### config.mk
export PLATFORM = sky130hd
export DESIGN_NAME = mfm_ibm_track_encoder_unit
export DESIGN_NICKNAME = d
export VERILOG_FILES = /design/src/rtl/mfmtrk_pkg.sv /design/src/rtl/mfmtrk_layout.sv /design/src/rtl/mfm_ibm_track_encoder_unit.sv
export SDC_FILE = /design/constraint.sdc
export NUM_CORES = 1
export LEC_CHECK = 0
export BUFFER_PORTS_ARGS = -buffer_cell sky130_fd_sc_hd__buf_2
export CORE_MARGIN = 8
export CORE_UTILIZATION = 62
export CTS_CLUSTER_SIZE = 14
export DETAILED_ROUTE_END_ITERATION = 8
export PLACE_DENSITY = 0.91
export SLEW_MARGIN = 20
export SYNTH_ARGS = -nofsm -noshare
export SYNTH_HDL_FRONTEND = slang
export SYNTH_SLANG_ARGS = --single-unit
### constraint.sdc
create_clock -name clk -period 4.85 [get_ports clk]
set_clock_uncertainty 0.05 [all_clocks]
set_input_delay 0.485 -clock clk [delete_from_list [all_inputs] [get_ports clk]]
set_output_delay 0.485 -clock clk [all_outputs]
set_load 0.01 [all_outputs]
### src/rtl/mfmtrk_pkg.sv
package mfmtrk_pkg;

	localparam int CfgIdxW = 3;
	localparam int CfgDataW = 16;

	localparam logic [CfgIdxW-1:0] CFG_CYLINDER     = 3'd0;
	localparam logic [CfgIdxW-1:0] CFG_HEAD_NUMBER  = 3'd1;
	localparam logic [CfgIdxW-1:0] CFG_SECTORS      = 3'd2;
	localparam logic [CfgIdxW-1:0] CFG_SIZE_CODE    = 3'd3;
	localparam logic [CfgIdxW-1:0] CFG_TRACK_LENGTH = 3'd4;

	localparam logic [7:0]  RST_CYLINDER     = 8'd0;
	localparam logic [7:0]  RST_HEAD_NUMBER  = 8'd0;
	localparam logic [7:0]  RST_SECTORS      = 8'd9;
	localparam logic [3:0]  RST_SIZE_CODE    = 4'd2;
	localparam logic [15:0] RST_TRACK_LENGTH = 16'd12500;

	localparam logic [15:0] CRC_POLY   = 16'h1021;
	localparam logic [15:0] CRC_PRESET = 16'hFFFF;
	localparam logic [15:0] SYNC_WORD  = 16'h4489;
	localparam logic [7:0]  GAP_BYTE   = 8'h4E;
	localparam logic [7:0]  ID_MARK    = 8'hFE;
	localparam logic [7:0]  DATA_MARK  = 8'hFB;
	localparam logic [7:0]  DEL_MARK   = 8'hF8;
	localparam logic [7:0]  SYNC_BYTE  = 8'hA1;

	localparam logic [16:0] GAP4A_LEN  = 17'd80;
	localparam logic [16:0] GAP2_LEN   = 17'd22;
	localparam logic [16:0] GAP3_LEN   = 17'd54;
	localparam logic [16:0] ZEROS_LEN  = 17'd12;
	localparam logic [16:0] SYNC_LEN   = 17'd3;
	localparam logic [16:0] ID_LEN     = 17'd7;
	localparam logic [16:0] MARK_LEN   = 17'd1;
	localparam logic [16:0] CRC_LEN    = 17'd2;
	localparam logic [16:0] SECTOR_MIN = 17'd128;
	localparam logic [3:0]  SIZE_MAX   = 4'd8;

	typedef enum logic [3:0] {
		PH_GAP4A      = 4'd0,
		PH_ID_ZEROS   = 4'd1,
		PH_ID_SYNC    = 4'd2,
		PH_ID_FIELD   = 4'd3,
		PH_GAP2       = 4'd4,
		PH_DATA_ZEROS = 4'd5,
		PH_DATA_SYNC  = 4'd6,
		PH_DATA_MARK  = 4'd7,
		PH_DATA       = 4'd8,
		PH_DATA_CRC   = 4'd9,
		PH_GAP3       = 4'd10,
		PH_PAD        = 4'd11
	} phase_t;

	typedef struct packed {
		logic       start_req;
		logic [7:0] data_byte;
		logic       sector_deleted;
	} cmd_t;

	typedef struct packed {
		logic        word_valid;
		logic [15:0] raw_word;
		logic        half_word;
		logic        byte_taken;
		logic        track_end;
	} res_t;

	typedef struct packed {
		logic [7:0]  cylinder;
		logic [7:0]  head_number;
		logic [7:0]  sectors_per_track;
		logic [3:0]  size_code;
		logic [15:0] track_length_bytes;
	} cfg_t;

	function automatic logic [15:0] crc_byte(input logic [15:0] crc, input logic [7:0] b);
		logic [15:0] c;
		c = crc ^ {b, 8'h00};
		for (int i = 0; i < 8; i++) begin
			c = c[15] ? ((c << 1) ^ CRC_POLY) : (c << 1);
		end
		return c;
	endfunction

	// clock cell set only between two zero data bits
	function automatic logic [15:0] mfm_byte(input logic prev, input logic [7:0] d);
		logic [15:0] raw;
		logic p;
		p = prev;
		raw = '0;
		for (int i = 7; i >= 0; i--) begin
			raw[2*i+1] = ~p & ~d[i];
			raw[2*i]   = d[i];
			p          = d[i];
		end
		return raw;
	endfunction

endpackage

### src/rtl/mfmtrk_layout.sv
module mfmtrk_layout (
	input  logic               clk,
	input  logic               arst_n,
	input  logic               accept,
	input  mfmtrk_pkg::cmd_t   cmd,
	input  mfmtrk_pkg::cfg_t   cfg,
	output mfmtrk_pkg::res_t   res
);
	import mfmtrk_pkg::*;

	logic        running_q;
	phase_t      phase_q;
	logic [15:0] cnt_q;
	logic [7:0]  sector_q;
	logic [15:0] crc_q;
	logic        prev_q;
	logic [15:0] left_q;

	phase_t      phase_nxt;
	logic [15:0] cnt_nxt;
	logic [7:0]  sector_nxt;
	logic [15:0] crc_nxt;
	logic        prev_nxt;
	logic [15:0] left_nxt;

	logic [15:0] cur_left;
	logic        go;
	logic        half;
	logic        last;
	logic        sync;
	logic        taken;
	logic [7:0]  b;
	logic [15:0] w;
	logic [15:0] word;
	logic [16:0] cnt_inc;
	logic [16:0] adv_lim;
	phase_t      adv_next;
	logic        adv_en;
	logic [3:0]  eff_code;
	logic [16:0] data_lim;

	assign eff_code = (cfg.size_code > SIZE_MAX) ? SIZE_MAX : cfg.size_code;
	assign data_lim = SECTOR_MIN << eff_code;
	assign cnt_inc  = {1'b0, cnt_q} + 17'd1;
	assign cur_left = running_q ? left_q : cfg.track_length_bytes;
	assign go       = running_q || (cmd.start_req && (cfg.track_length_bytes != 16'd0));

	always_comb begin
		b          = GAP_BYTE;
		sync       = 1'b0;
		taken      = 1'b0;
		crc_nxt    = crc_q;
		sector_nxt = sector_q;
		adv_en     = 1'b1;
		adv_lim    = GAP4A_LEN;
		adv_next   = PH_PAD;
		unique case (phase_q)
			PH_GAP4A: begin
				adv_lim  = GAP4A_LEN;
				adv_next = (cfg.sectors_per_track == 8'd0) ? PH_PAD : PH_ID_ZEROS;
			end
			PH_ID_ZEROS, PH_DATA_ZEROS: begin
				b = 8'h00;
				if (cnt_q == 16'd0) begin
					crc_nxt = CRC_PRESET;
				end
				adv_lim  = ZEROS_LEN;
				adv_next = (phase_q == PH_ID_ZEROS) ? PH_ID_SYNC : PH_DATA_SYNC;
			end
			PH_ID_SYNC, PH_DATA_SYNC: begin
				sync     = 1'b1;
				crc_nxt  = crc_byte(crc_q, SYNC_BYTE);
				adv_lim  = SYNC_LEN;
				adv_next = (phase_q == PH_ID_SYNC) ? PH_ID_FIELD : PH_DATA_MARK;
			end
			PH_ID_FIELD: begin
				unique case (cnt_q[2:0])
					3'd0:    b = ID_MARK;
					3'd1:    b = cfg.cylinder;
					3'd2:    b = cfg.head_number;
					3'd3:    b = sector_q;
					3'd4:    b = {4'd0, eff_code};
					3'd5:    b = crc_q[15:8];
					default: b = crc_q[7:0];
				endcase
				if (cnt_q < 16'd5) begin
					crc_nxt = crc_byte(crc_q, b);
				end
				adv_lim  = ID_LEN;
				adv_next = PH_GAP2;
			end
			PH_GAP2: begin
				adv_lim  = GAP2_LEN;
				adv_next = PH_DATA_ZEROS;
			end
			PH_DATA_MARK: begin
				b        = cmd.sector_deleted ? DEL_MARK : DATA_MARK;
				crc_nxt  = crc_byte(crc_q, b);
				adv_lim  = MARK_LEN;
				adv_next = PH_DATA;
			end
			PH_DATA: begin
				b        = cmd.data_byte;
				taken    = 1'b1;
				crc_nxt  = crc_byte(crc_q, b);
				adv_lim  = data_lim;
				adv_next = PH_DATA_CRC;
			end
			PH_DATA_CRC: begin
				b        = (cnt_q == 16'd0) ? crc_q[15:8] : crc_q[7:0];
				adv_lim  = CRC_LEN;
				adv_next = PH_GAP3;
			end
			PH_GAP3: begin
				adv_lim = GAP3_LEN;
				if (sector_q >= cfg.sectors_per_track) begin
					adv_next = PH_PAD;
				end else begin
					adv_next = PH_ID_ZEROS;
					if (cnt_inc >= GAP3_LEN) begin
						sector_nxt = sector_q + 8'd1;
					end
				end
			end
			default: begin
				adv_en = 1'b0;
			end
		endcase

		phase_nxt = phase_q;
		cnt_nxt   = cnt_q;
		if (adv_en) begin
			if (cnt_inc >= adv_lim) begin
				cnt_nxt   = '0;
				phase_nxt = adv_next;
			end else begin
				cnt_nxt = cnt_inc[15:0];
			end
		end

		w        = sync ? SYNC_WORD : mfm_byte(prev_q, b);
		prev_nxt = sync ? 1'b1 : b[0];

		// odd length: last word carries only its upper cells
		half     = cur_left < 16'd2;
		word     = w;
		left_nxt = cur_left - 16'd2;
		if (half) begin
			word     = (phase_q == PH_PAD) ? 16'h0000 : {w[15:8], 8'h00};
			left_nxt = '0;
		end
		last = (left_nxt == 16'd0);

		res.word_valid = go;
		res.raw_word   = go ? word : 16'h0000;
		res.half_word  = go & half;
		res.byte_taken = go & taken;
		res.track_end  = go & last;
	end

	always_ff @(posedge clk or negedge arst_n) begin
		if (!arst_n) begin
			running_q <= 1'b0;
			phase_q   <= PH_GAP4A;
			cnt_q     <= '0;
			sector_q  <= 8'd1;
			crc_q     <= CRC_PRESET;
			prev_q    <= 1'b0;
			left_q    <= '0;
		end else if (accept && go) begin
			if (last) begin
				running_q <= 1'b0;
				phase_q   <= PH_GAP4A;
				cnt_q     <= '0;
				sector_q  <= 8'd1;
				crc_q     <= CRC_PRESET;
				prev_q    <= 1'b0;
				left_q    <= '0;
			end else begin
				running_q <= 1'b1;
				phase_q   <= phase_nxt;
				cnt_q     <= cnt_nxt;
				sector_q  <= sector_nxt;
				crc_q     <= crc_nxt;
				prev_q    <= prev_nxt;
				left_q    <= left_nxt;
			end
		end
	end

endmodule

### src/rtl/mfm_ibm_track_encoder_unit.sv
// MFM track encoder for the IBM System/34 double-density layout.
// Command channel (cmd_valid/cmd_ready/cmd): every accepted word is one tick.
//   A tick with start_req set starts a track when idle; while a track runs
//   each tick produces the next 16-bit raw word and may consume data_byte.
// Result channel (res_valid/res_ready/res): exactly one word per command
//   word, in order. Idle ticks return an all-zero word (word_valid low).
// The result is registered: res_valid rises in the cycle after command accept.
// Throughput: one word per cycle; the command is taken while the output
//   register holds a result as long as that result is taken in the same
//   cycle. The path is one CRC byte update and one MFM byte encode.
// Stall: when res_ready is low and the output register is full, cmd_ready
//   drops and the track state holds.
// Configuration (cfg_we/cfg_index/cfg_data) is for the user to write
//   between tracks, unenforced; track length latched at start, rest live.
// Reset: no track running, configuration at its defaults (9 sectors,
//   size code 2, 12500 bytes), output register empty.
module mfm_ibm_track_encoder_unit (
	input  logic                                 clk,
	input  logic                                 arst_n,
	input  logic                                 cmd_valid,
	output logic                                 cmd_ready,
	input  mfmtrk_pkg::cmd_t                     cmd,
	output logic                                 res_valid,
	input  logic                                 res_ready,
	output mfmtrk_pkg::res_t                     res,
	input  logic                                 cfg_we,
	input  logic [mfmtrk_pkg::CfgIdxW-1:0]       cfg_index,
	input  logic [mfmtrk_pkg::CfgDataW-1:0]      cfg_data
);
	import mfmtrk_pkg::*;

	cfg_t cfg_q;
	res_t res_s1;
	res_t res_nxt;
	logic res_valid_s1;
	logic accept;

	assign cmd_ready = !res_valid_s1 || res_ready;
	assign accept    = cmd_valid && cmd_ready;

	always_ff @(posedge clk or negedge arst_n) begin
		if (!arst_n) begin
			cfg_q.cylinder           <= RST_CYLINDER;
			cfg_q.head_number        <= RST_HEAD_NUMBER;
			cfg_q.sectors_per_track  <= RST_SECTORS;
			cfg_q.size_code          <= RST_SIZE_CODE;
			cfg_q.track_length_bytes <= RST_TRACK_LENGTH;
		end else if (cfg_we) begin
			unique case (cfg_index)
				CFG_CYLINDER:     cfg_q.cylinder           <= cfg_data[7:0];
				CFG_HEAD_NUMBER:  cfg_q.head_number        <= cfg_data[7:0];
				CFG_SECTORS:      cfg_q.sectors_per_track  <= cfg_data[7:0];
				CFG_SIZE_CODE:    cfg_q.size_code          <= cfg_data[3:0];
				CFG_TRACK_LENGTH: cfg_q.track_length_bytes <= cfg_data;
				default: ;
			endcase
		end
	end

	mfmtrk_layout u_layout (
		.clk    (clk),
		.arst_n (arst_n),
		.accept (accept),
		.cmd    (cmd),
		.cfg    (cfg_q),
		.res    (res_nxt)
	);

	always_ff @(posedge clk or negedge arst_n) begin
		if (!arst_n) begin
			res_valid_s1 <= 1'b0;
		end else if (accept) begin
			res_valid_s1 <= 1'b1;
		end else if (res_ready) begin
			res_valid_s1 <= 1'b0;
		end
	end

	always_ff @(posedge clk) begin
		if (accept) begin
			res_s1 <= res_nxt;
		end
	end

	assign res_valid = res_valid_s1;
	assign res       = res_s1;

endmodule
Word-level counts from Yosys, hierarchy flattened
Index checks and enable logic that the tools add are counted.
{ "classes": {"n_addsub": 3, "multipliers": 0, "div": 0, "order_cmp": 6, "n_eq_ne": 23, "shift": 1, "muxes": 72, "bitwise_logic": 56, "reduce_logical": 31} }
{ "op_table": {"columns": ["op", "count"], "rows": [
  ["$mux 13", 32],
  ["$mux 16", 12],
  ["$pmux 17 s8", 1],
  ["$not 3->3", 33],
  ["$pmux 16 s5", 1],
  ["$mux 8", 6],
  ["$pmux 8 s6", 1],
  ["$xor 16x16->16", 3],
  ["$pmux 8 s5", 1],
  ["$pmux 4 s9", 1],
  ["$logic_not 16->1", 2],
  ["$mux 4", 6],
  ["$add 16x1->17 const B", 1],
  ["$ge 17x17->1", 1],
  ["$ge 17x6->1 const B", 1],
  ["$shl 8x4->17 const A", 1],
  ["$eq 4x3->1 const B", 4],
  ["$eq 4x4->1 const B", 4],
  ["$lt 16x2->1 const B", 1],
  ["$lt 16x3->1 const B", 1],
  ["$reduce_bool 16->1", 1],
  ["$sub 16x2->16 const B", 1],
  ["$eq 3x2->1 const B", 4],
  ["$reduce_and 2->1", 6],
  ["26 further kinds", 67]
]} }
{ "word_totals": {"ff_bits": 127, "latchBits": 0, "ram_bits": 0, "mem_bits_ro": 0, "in_bits": 34, "out_inout_bits": 22, "wordCells": 210, "n_memories": 0} }

Logic depth before layout (Yosys ltp)
{ "depth": {"word_depth": 24, "ltp_mapped": 16, "ltp_nobuf": 13} }

By module
A second synthesis with hierarchy kept.
{ "unflattened": {"hier_cells": 969, "area_unflattened_um2": 9102.5} }
{ "by_module_without_submodules": {"columns": ["module", "n_inst", "cells_each", "area_per_inst_um2", "seq_area_each_um2"], "rows": [
  ["mfmtrk_layout", 1, 848, 6703.9, 1572.8],
  ["mfm_ibm_track_encoder_unit", 1, 121, 2398.6, 1737.9]
]} }

Worst setup path after synthesis
No wires, ideal clock.
{ "synth_timing": {"path_type": "register -> register", "from": "reg u_layout.phase_q[0]", "to": "reg u_layout.cnt_q[12]", "setup_ns": 0.121, "t_arrival_ns": 3.766, "required_ns": 4.679, "path_slack_ns": 0.914, "path_stages_with_launch": 15, "n_path_buf": 4, "period_less_slack_ns": 3.936, "cell_sequence": "dfrtp_1 > clkbuf_1 > nor4b_1 > clkbuf_1 > nand4_1 > ha_1 > nand4_1 > or4_1 > a21oi_1 > a211oi_1 > and2_1 > clkbuf_1 > and3_4 > buf_6 > a22o_1"} }
{ "synth_between": {"elab_chain_cells": 7, "elab_cells_between_ends": 22} }
{ "synth_lines": {"columns": ["item", "line", "text"], "rows": [
  ["from (decl)", "mfmtrk_layout.sv:12", "phase_t phase_q;"],
  ["from (signal assigned)", "mfmtrk_layout.sv:181", "phase_q <= phase_nxt;"],
  ["$eq 4x3->1 (tied with other cells)", "mfmtrk_layout.sv:57", "unique case (phase_q)"],
  ["$reduce_or 2->1", "mfmtrk_layout.sv:57", null],
  ["$pmux 17 s8", "mfmtrk_layout.sv:57", null],
  ["$ge 17x17->1", "mfmtrk_layout.sv:133", "if (cnt_inc >= adv_lim) begin"],
  ["$mux 16", "mfmtrk_layout.sv:133", null],
  ["$mux 16", "mfmtrk_layout.sv:132", "if (adv_en) begin"],
  ["$mux 16", "mfmtrk_layout.sv:171", "if (last) begin"],
  ["to (signal assigned)", "mfmtrk_layout.sv:182", "cnt_q <= cnt_nxt;"],
  ["to (decl)", "mfmtrk_layout.sv:13", "logic [15:0] cnt_q;"]
]} }
Parallel ways exist; a longest one is shown, timed or not. The select of a mux whose other input is x is not followed.
A chain may end at the register's enable or synchronous reset.

Final worst setup path
{ "layout_timing": {"from": "reg u_layout.running_q", "to": "reg u_layout.cnt_q[0]"} }
{ "layout_between": {"elab_chain_cells": 6, "elab_cells_between_ends": 10} }
{ "layout_lines": {"columns": ["item", "line", "text"], "rows": [
  ["from (decl)", "mfmtrk_layout.sv:11", "logic running_q;"],
  ["from (signal assigned)", "mfmtrk_layout.sv:163", "running_q <= 1'b0;"],
  ["from (signal assigned)", "mfmtrk_layout.sv:172", "running_q <= 1'b0;"],
  ["from (signal assigned)", "mfmtrk_layout.sv:180", "running_q <= 1'b1;"],
  ["$mux 16", "mfmtrk_layout.sv:45", "assign cur_left = running_q ? left_q : cfg.track_length_bytes;"],
  ["$sub 16x2->16 / $lt 16x2->1 (equally long branches)", "mfmtrk_layout.sv:147, mfmtrk_layout.sv:145", null],
  ["$mux 16", "mfmtrk_layout.sv:148", "if (half) begin"],
  ["$logic_not 16->1", "mfmtrk_layout.sv:152", "last = (left_nxt == 16'd0);"],
  ["$reduce_bool 2->1 (no line)", null, null],
  ["$reduce_and 2->1 (no line)", null, null]
]} }
Parallel ways exist; a longest one is shown, timed or not.

==> reports/metrics.csv <==
stage;metric;value;unit
outcome;status;complete, no violations;
logic_synthesis;Async SR Flop Fraction;84.3;%
cts;CTS tree;done;
timing;RSZ-0062 raised after global routing;no;
power;switch share;42.9;%
worst_setup_path;CP startpoint;u_layout.running_q$_DFFE_PN0P_;
logic_synthesis;mux cell area share after synthesis;9.22;%
power;Net Sw Power;0.00262;W
cts;post-CTS resize count;0;
logic_synthesis;Post-Synthesis Cells;944;
cells_and_area;# diodes;0;
worst_setup_path;CP max stage delay;650;ps
logic_synthesis;post-synth top area share;22.7;%
detailed_routing;via count;8135;
timing;# setup viols final;0;
logic_synthesis;Post-Synth XOR/XNOR Area;6.47;%
global_route;initial antenna violation count;0;
detailed_routing;vias per inst;6.98;
timing;Setup Total Neg Slack;0;ps
power;Tot Pwr;0.00610;W
logic_synthesis;simple logic cell fraction of the synthesized area;18.4;%
timing;Final Hold Viols;0;
worst_setup_path;Setup crit end kind;flop;
logic_synthesis;library cells used by synthesis;91;
cells_and_area;Final Cell Area;0.00986;sq mm
detailed_routing;Post-Route WL;25.1;mm
worst_setup_path;CP delay by family, top;compound AO/OA/AOI/OAI gates;
worst_setup_path;Setup crit start kind;flop;
logic_synthesis;synthesized area per cell;9.48;sq um
worst_setup_path;WS Path Type;reg -> reg;
placed_design;GPL Wtd Cong;0.978;
cells_and_area;Non-Filler Instances;1166;
global_route;vias in the first global route;7559;
cts;Post-CTS Setup Repair Bufs;0;
placed_design;Placed Area;0.00930;sq mm
power;Leakage;3.99;nW
timing;Tcrit/Tclk final;82.0;%
placed_design;detailed placement HPWL;17.6;mm
power;VDD IR max;0.000298;V
power;P_int;0.00348;W
cells_and_area;share of cells above drive strength 1;20.5;%
logic_synthesis;post-synthesis sequential area ratio;37.0;%
cts;CTS Sinks;127;
cts;Skew-Pair Late Insertion Delay;430;ps
worst_setup_path;worst path required time;5110;ps
worst_setup_path;crit path max-delay cell type;a222oi_1;
detailed_routing;Routed WL per cell;21.5;microns
floorplan;Die Area;0.0185;sq mm
cts;CTS H-tree lvls;4;
worst_setup_path;crit path max fanout;38;
detailed_routing;DR iter-0 viols;1223;
placed_design;Cells after DPL;1134;
timing;Max Freq;0.251;GHz
logic_synthesis;Post-Syn Nets;1010;
cells_and_area;Layout area overhead;10.2;%
floorplan;row count;44;
hold_path;Worst Hold Class;in -> async;
worst_setup_path;crit-path most repeated cell;buf_4;
power;P per Cell Area;619;mW/mm^2
power;Reg power frac;31.1;%
worst_setup_path;R2R setup slack;870;ps
logic_synthesis;top cells by count, synth;dfrtp_1 (81), nand2_1 (70), nor2_1 (54), o21ai_0 (54), mux2_2 (48);
timing;Pins Over Slew Limit;0;
floorplan;Die Span Y;136;microns
logic_synthesis;Seq cells post-synth;127;
placed_design;I/O Buffers;55;
worst_setup_path;FF-to-FF Start;u_layout.running_q$_DFFE_PN0P_;
logic_synthesis;Most used DFF post-synth;dfrtp_1;
logic_synthesis;post-synthesis compound-gate area fraction;20.0;%
detailed_routing;residual DRC count;0;
logic_synthesis;post-synthesis adder-cell area fraction;4.47;%
logic_synthesis;Yosys top cell by area;dfrtp_1;
power;clock share of power;19.3;%
logic_synthesis;top post-synthesis cells by area;dfrtp_1 (23%), dfstp_2 (7.6%), edfxtp_1 (6.7%);
power;Gate power share;49.6;%
cells_and_area;final core occ;68.9;%
cells_and_area;Filler cells;1040;
global_route;first-pass GRT wire length;40.6;mm
cts;Clock transition at path regs;60;ps
logic_synthesis;Post-Syn Area;0.00895;sq mm
timing;worst-margin pin slew;846;ps
detailed_routing;remaining antenna violation count after routing;0;
global_route;GRT Util Overall;27.7;%
logic_synthesis;Post-synth EDFFs;20;
timing;Period minus WS final;3980;ps
worst_setup_path;Arr. time, crit path;4240;ps
job;max-cap violations;0;
cts;Post-CTS Hold Fix Bufs;0;
floorplan;Core Region;0.0143;sq mm
floorplan;Die W;136;microns
cts;Num CTS Buffers;17;
worst_setup_path;Cell Chain, Critical Path;buf_4 > or4b_1 > a222oi_1 > nor3b_2 > a31o_2 > o211ai_4 > buf_4 > a21o_1 > mux2_2;
timing;relative max-transition margin;43.3;%
cts;CTS max path bufs;2;
logic_synthesis;most common cell in the netlist;dfrtp_1;
cells_and_area;Net count, final;1035;
global_route;global route total overflow;0;
logic_synthesis;main combinational cell family by area after synthesis;compound AO/OA/AOI/OAI gates;
detailed_routing;drt first pass iters;6;
cts;Root Buffer;clkbuf_16;
floorplan;effective utilization at floorplan;62.5;%
floorplan;top-level I/O count;56;
logic_synthesis;YS warnings;0;
worst_setup_path;Buf/Inv on CP;2;
global_route;largest net degree at the start of global routing;82;
metrics by stage:
stage,hold slack [ps],setup WS (ps)
2_1_floorplan,139,914
3_3_place_gp,439,1050
3_5_place_dp,447,1030
4_1_cts,214,972
5_1_grt,109,603
6_report,30.1,872
worst register-to-register path, stage by stage, from the launching register on:
cell	delay [ps]
dfrtp_1	630
buf_4	440
or4b_1	490
a222oi_1	650
nor3b_2	410
a31o_2	200
o211ai_4	100
buf_4	220
a21o_1	340
mux2_2	320
layout make-up:
class / instances / area, sq um / area share [%]
tap: 184 / 230 / 2.34
timing repair buffer: 69 / 387 / 3.92
clock inverter: 12 / 85.1 / 0.863
inverter: 29 / 109 / 1.10
sequential: 127 / 3310 / 33.6
clock buffer: 20 / 457 / 4.63
multi-input combinational: 725 / 5280 / 53.6
sequential cells by signal, indices dropped and copies added, names as in the netlist:
name / cells
res: 20
u_layout.prev_q: 1
u_layout.crc_q: 16
u_layout.running_q: 1
u_layout.sector_q: 8
u_layout.phase_q: 4
cfg_q: 44
u_layout.cnt_q: 16
u_layout.left_q: 16
res_valid: 1
power groups by stage:
stage / Sequential [W] / Combinational, W / Clock [W]
2_1_floorplan: 0.00169 / 0.00241 / 0
3_3_place_gp: 0.00187 / 0.00280 / 0
3_5_place_dp: 0.00189 / 0.00290 / 0
4_1_cts: 0.00187 / 0.00296 / 0.00118
5_1_grt: 0.00193 / 0.00327 / 0.00122
6_report: 0.00190 / 0.00302 / 0.00117
routing by layer:
layer	GRT usage [%]	up-vias	share of wire, %
li1	-	3607	-
met1	37.9	3845	40
met2	42.6	588	46
met3	5.28	95	11
met4	11.0	0	3.2
met5	0	-	0
logic make-up after synthesis:
logic type / after synthesis
other cells: 1
fa+ha+maj: 32
xor+xnor: 63
compound gates: 246
mux: 76
flops: 127
buf+inv: 92
simple gates: 307
path summary, 6_finish.rpt:
path | endpoint | cells after the start
setup / recovery | u_layout.cnt_q[0]$_DFFE_PN0P_ | 9
hold / removal | cfg_q[14]$_DFFE_PN0P_ | 1
setup reg to reg | u_layout.cnt_q[0]$_DFFE_PN0P_ | 9
max in group asynchronous | u_layout.crc_q[14]$_DFFE_PN1P_ | 2
min in group clk | res_valid$_DFFE_PN0P_ | 2
hold reg to reg | cfg_q[28]$_DFFE_PN0P_ | 1
layout by cell type (no fill, tap or decap), drive strengths merged, types with 6 or more instances in the layout:
cell	Yosys	layout
o31ai	11	11
a21oi	38	38
nand2b	13	13
o21ai	57	57
xnor2	35	35
buf	17	69
nor2b	12	12
o22a	13	13
and2	6	6
dfstp	26	26
nor2	55	55
o211ai	10	10
a22o	14	14
nor3	31	31
a221oi	7	7
o221ai	7	7
o21a	7	7
or3	6	6
or4	11	11
ha	32	32
a31oi	6	6
nand4	17	17
mux2i	28	28
nor3b	12	12
dfrtp	81	81
and3	8	8
nor4	12	12
xor2	26	26
edfxtp	20	20
inv	29	33
mux2	48	48
clkbuf	46	20
nand3	30	30
a22oi	6	6
nand2	70	70
Power figures use the tool's default switching activity.
